**src/sv/sps_pkg.sv**
```systemverilog
// sps_pkg: request and response types, action and status codes for the
// shortest path search block. No dependencies.
`default_nettype none
package sps_pkg;

	localparam int NODE_ID_W = 6;
	localparam int WEIGHT_W  = 24;
	localparam int OUT_DIST_W = 32;
	localparam int MAX_OUT   = 64;

	localparam logic [1:0] ACT_CLEAR = 2'd0;
	localparam logic [1:0] ACT_ADD   = 2'd1;
	localparam logic [1:0] ACT_QUERY = 2'd2;

	localparam logic [1:0] ST_LOAD_OK  = 2'd0;
	localparam logic [1:0] ST_PATH     = 2'd1;
	localparam logic [1:0] ST_NO_ROUTE = 2'd2;
	localparam logic [1:0] ST_FULL     = 2'd3;

	typedef struct packed {
		logic [1:0]           action;
		logic [NODE_ID_W-1:0] source_node;
		logic [NODE_ID_W-1:0] target_node;
		logic [WEIGHT_W-1:0]  arc_length;
	} sps_req_t;

	typedef struct packed {
		logic [1:0]            status;
		logic [NODE_ID_W-1:0]  path_node;
		logic [OUT_DIST_W-1:0] path_distance;
		logic                  last;
	} sps_rsp_t;

	typedef struct packed {
		logic [NODE_ID_W-1:0] tail;
		logic [NODE_ID_W-1:0] head;
		logic [WEIGHT_W-1:0]  weight;
	} arc_t;

	typedef struct packed {
		logic clr;
		logic add;
	} arc_ctl_t;

endpackage
`default_nettype wire

```
**src/sv/sps_node_store.sv**
```systemverilog
// sps_node_store: per-node distance/predecessor memory and path stack memory.
// Depends on sps_pkg.
`default_nettype none
module sps_node_store #(
	parameter int NODES = 64,
	parameter int NW    = 6,
	parameter int DW    = 32
) (
	input  wire logic          clk,
	input  wire logic          node_we,
	input  wire logic [NW-1:0] node_waddr,
	input  wire logic [DW-1:0] node_wdist,
	input  wire logic [NW-1:0] node_wpred,
	input  wire logic [NW-1:0] node_raddr,
	output logic [DW-1:0]      node_rdist,
	output logic [NW-1:0]      node_rpred,
	input  wire logic          stk_we,
	input  wire logic [NW-1:0] stk_waddr,
	input  wire logic [NW-1:0] stk_wdata,
	input  wire logic [NW-1:0] stk_raddr,
	output logic [NW-1:0]      stk_rdata
);
	import sps_pkg::*;

	logic [DW+NW-1:0] node_mem [NODES];
	logic [NW-1:0]    stk_mem  [NODES];

	always_ff @(posedge clk) begin
		if (node_we) begin
			node_mem[node_waddr] <= {node_wdist, node_wpred};
		end
		{node_rdist, node_rpred} <= node_mem[node_raddr];
	end

	always_ff @(posedge clk) begin
		if (stk_we) begin
			stk_mem[stk_waddr] <= stk_wdata;
		end
		stk_rdata <= stk_mem[stk_raddr];
	end

endmodule
`default_nettype wire

```
**config.mk**
```make
export PLATFORM = sky130hd
export DESIGN_NAME = sps_node_store
export DESIGN_NICKNAME = d
export VERILOG_FILES = /design/src/sv/sps_pkg.sv /design/src/sv/sps_node_store.sv
export SDC_FILE = /design/constraint.sdc
export NUM_CORES = 2
export LEC_CHECK = 0
export BUFFER_PORTS_ARGS = -buffer_cell sky130_fd_sc_hd__buf_4
export CELL_PAD_IN_SITES_DETAIL_PLACEMENT = 0
export CELL_PAD_IN_SITES_GLOBAL_PLACEMENT = 2
export CORE_MARGIN = 5
export CORE_UTILIZATION = 55
export CTS_BUF_LIST = sky130_fd_sc_hd__clkbuf_8 sky130_fd_sc_hd__clkbuf_16
export CTS_CLUSTER_SIZE = 30
export DETAILED_ROUTE_END_ITERATION = 10
export PLACE_DENSITY = 0.89
export SYNTH_ARGS = -nofsm -noshare
export SYNTH_HDL_FRONTEND = slang
export SYNTH_SLANG_ARGS = --single-unit
```
**constraint.sdc**
```tcl
create_clock -name clk -period 5 [get_ports clk]
set_clock_uncertainty 0.2 [all_clocks]
set_input_delay 0.5 -clock clk [delete_from_list [all_inputs] [get_ports clk]]
set_output_delay 0.5 -clock clk [all_outputs]
set_load 0.02 [all_outputs]
```
==> flow_summary.yaml <==
run_status:
  outcome: "complete, no violations"
floorplanning:
  die_w_um: 453
  dieArea_um2: 205000
  core_um2: 195000
  initial_core_util: 0.553
  rows: 162
  ios: 115
  fp.dieH_um: 453
logic_synthesis:
  async_reset_ff_frac: 0
  syn_nets: 4742
  synth-compound-area-share: 0.0254
  yosysSeqAreaShare: 0.791
  yosys.area_share.adder: 0
  synth_cells: 4671
  synth_area_leader_cell: "edfxtp_1"
  ys_seq_elements: 2860
  syn_avg_cell_area_um2: 23.1
  synth-xor-area-share: 0
  synth_top_family_by_area: "multiplexers"
  synth_flop_cell: "edfxtp_1"
  yosys-top-cells-area: "edfxtp_1 78%, mux4_2 14%, o22ai_1 1.0%, dfxtp_1 0.82%, mux2i_1 0.68%"
  syn_area_um2: 108000
  synth_top_area_frac: 0.783
  yosys_warnings: 0
  muxShareOfSynthArea: 0.154
  synth.distinct_cells: 47
  netlist_top_cells_count: "2816 x edfxtp_1, 695 x mux4_2, 173 x o22ai_1"
  synth_edf_count: 2816
  yosysMostFrequentCell: "edfxtp_1"
  synth-simple-area-share: 0.0169
route:
  wl_mm: 265
  drtIter0Drc: 6784
  vias: 52448
  drc: 0
  viasPerCell: 6.63
  drtPass1Iterations: 6
  wl_per_cell_um: 33.5
  antenna_left: 0
power_and_ir_drop:
  powerDensity_nw_per_um2: 407
  p_leak_uw: 0.0384
  ir_drop_uv: 539
worst_setup_path:
  cp.arrival_ps: 3810
  critPathRequiredTime_ps: 5650
  cp-end-kind: "register"
  crit_path_start_kind: "input port"
  crit_type: "in2reg"
  critPathMaxFanout: 20
job:
  cap_violations: 0
cts:
  clk_pin_slew_ps: 60
  cts_buffers: 295
  cts_setup_buffers: 0
  clk_path_buf_depth: 4
  clk_latency_ps: 920
  clock-sinks: 2860
  cts_root_buf: "clkbuf_16"
  cts_tree: "yes"
  cts_max_level: 5
grt:
  grt.overflow.total: 0
  antenna_found_initial: 4
  grt_first_pass_wirelength_mm: 381
  grt_usage: 0.259
  grt_pass1_vias: 53311
  grt_max_degree: 70
sta:
  fin_tns_setup_ps: 0
  fin_crit_sh: 0.632
  whs_ps: 100
  slew-limit-headroom: 0.145
  tightest_slew_ps: 1270
  min_period_ps: 3160
  final_max_slew_viol_count: 0
  finalSetupViolCount: 0
  rsz0062_at_grt: "no"
  max_freq_ghz: 0.316
  hold_viol: 0
cells_and_area:
  area_growth_pct: 13.6
  drive_above_1_share: 0.281
  nNetsFinal: 5142
  fillers: 12587
hold_path:
  worstHoldPathType: "in2reg"
place:
  gp_congestion: 0.832
  portBuffers: 114
  dpl.hpwl_mm: 151
==> path summary, 6_finish.rpt <==
check,from,endpoint,slack [ps],cells past startpoint
hold reg to reg,node_mem[62][18],node_rdist[12],700,3
setup / recovery,node_raddr[5],node_rdist[0],1840,8
setup reg to reg,node_mem[43][10],node_rdist[4],2380,4
hold / removal,stk_raddr[3],stk_rdata[3],100,4
==> cell usage in the layout, fill, tap and decap left out, drive strengths merged, types with 21 or more instances in the layout <==
cell         synthesis  routed
edfxtp            2816    2816
mux4               695     695
clkbuf              90     317
buf                159     302
o22ai              173     173
nor2               161     161
clkinv               0      93
inv                  2      75
mux2i               73      73
dlygate4sd3          0      50
a21oi               47      47
nand2               45      45
dfxtp               44      44
nor2b               40      40
nor3                34      34
o221ai              34      34
nor4                31      31
a221oi              26      26
o22a                25      25
nand3               24      24
a211oi              21      21
==> cell families (layout without fill, tap and decap cells) <==
family,count (synthesis),in the layout
flip-flops,2860,2860
AND/OR/NAND/NOR,382,382
other,0,2
buffers and inverters,251,861
AO/OA/AOI/OAI,392,392
multiplexers,786,786
==> state kept, by name (all words and copies together), names as in the netlist <==
register and cells:
node_mem 2432, node_rdist 32, node_rpred 6, stk_mem 384
stk_rdata 6
==> cell type report <==
type                            count  area, um^2  area share
Tap cell                         2624        3280      0.0268
Multi-Input combinational cell   1560       21600       0.177
Antenna cell                        2        5.00   0.0000408
Inverter                            2        7.51   0.0000612
Clock inverter                    190        1300      0.0106
Sequential cell                  2860       85400       0.697
Clock buffer                      317        7750      0.0632
Timing Repair Buffer              352        3190      0.0260
==> metrics by stage <==
step	total power [uW]	instances	area [um^2]	util	worst slack [ps]
floorplan	28400	4671	108000	-	1440
global placement	29600	7345	113000	0.579	489
detailed placement	29700	7348	113000	0.579	1030
CTS	50200	7905	123000	0.628	1870
global route	51400	7906	123000	0.628	1900
finish	49900	7907	123000	0.628	1840
==> worst max-delay path: stages <==
cell	delay [ps]
dlygate4sd3_1	570
buf_4	270
nor2b_1	220
buf_4	260
nand2_1	480
o22ai_1	190
nor3_1	1020
o22a_1	220
==> repair_timing <==
item                      in CTS  in global routing
gates resized for setup        0                  0
hold endpoints to repair    2532                  0
hold buffers                  50                  0
==> metal layers <==
layer | vias up | routed length, um | GRT usage | share of wire
met5 | - | 9 | 0 | 0.000034
met4 | 2 | 17000 | 0.140 | 0.064
met3 | 654 | 22800 | 0.0458 | 0.086
met2 | 3142 | 130000 | 0.418 | 0.49
met1 | 27762 | 95000 | 0.340 | 0.36
li1 | 20888 | - | - | -
==> report_power, final <==
group	leakage, uW	internal (uW)	switching (uW)	total [uW]
Sequential	0.0257	26500	149	26700
Combinational	0.00797	939	1580	2520
Clock	0.00472	12000	8660	20700
Total	0.0384	39500	10400	49900
No activity file was read; power rests on OpenSTA's default activity.
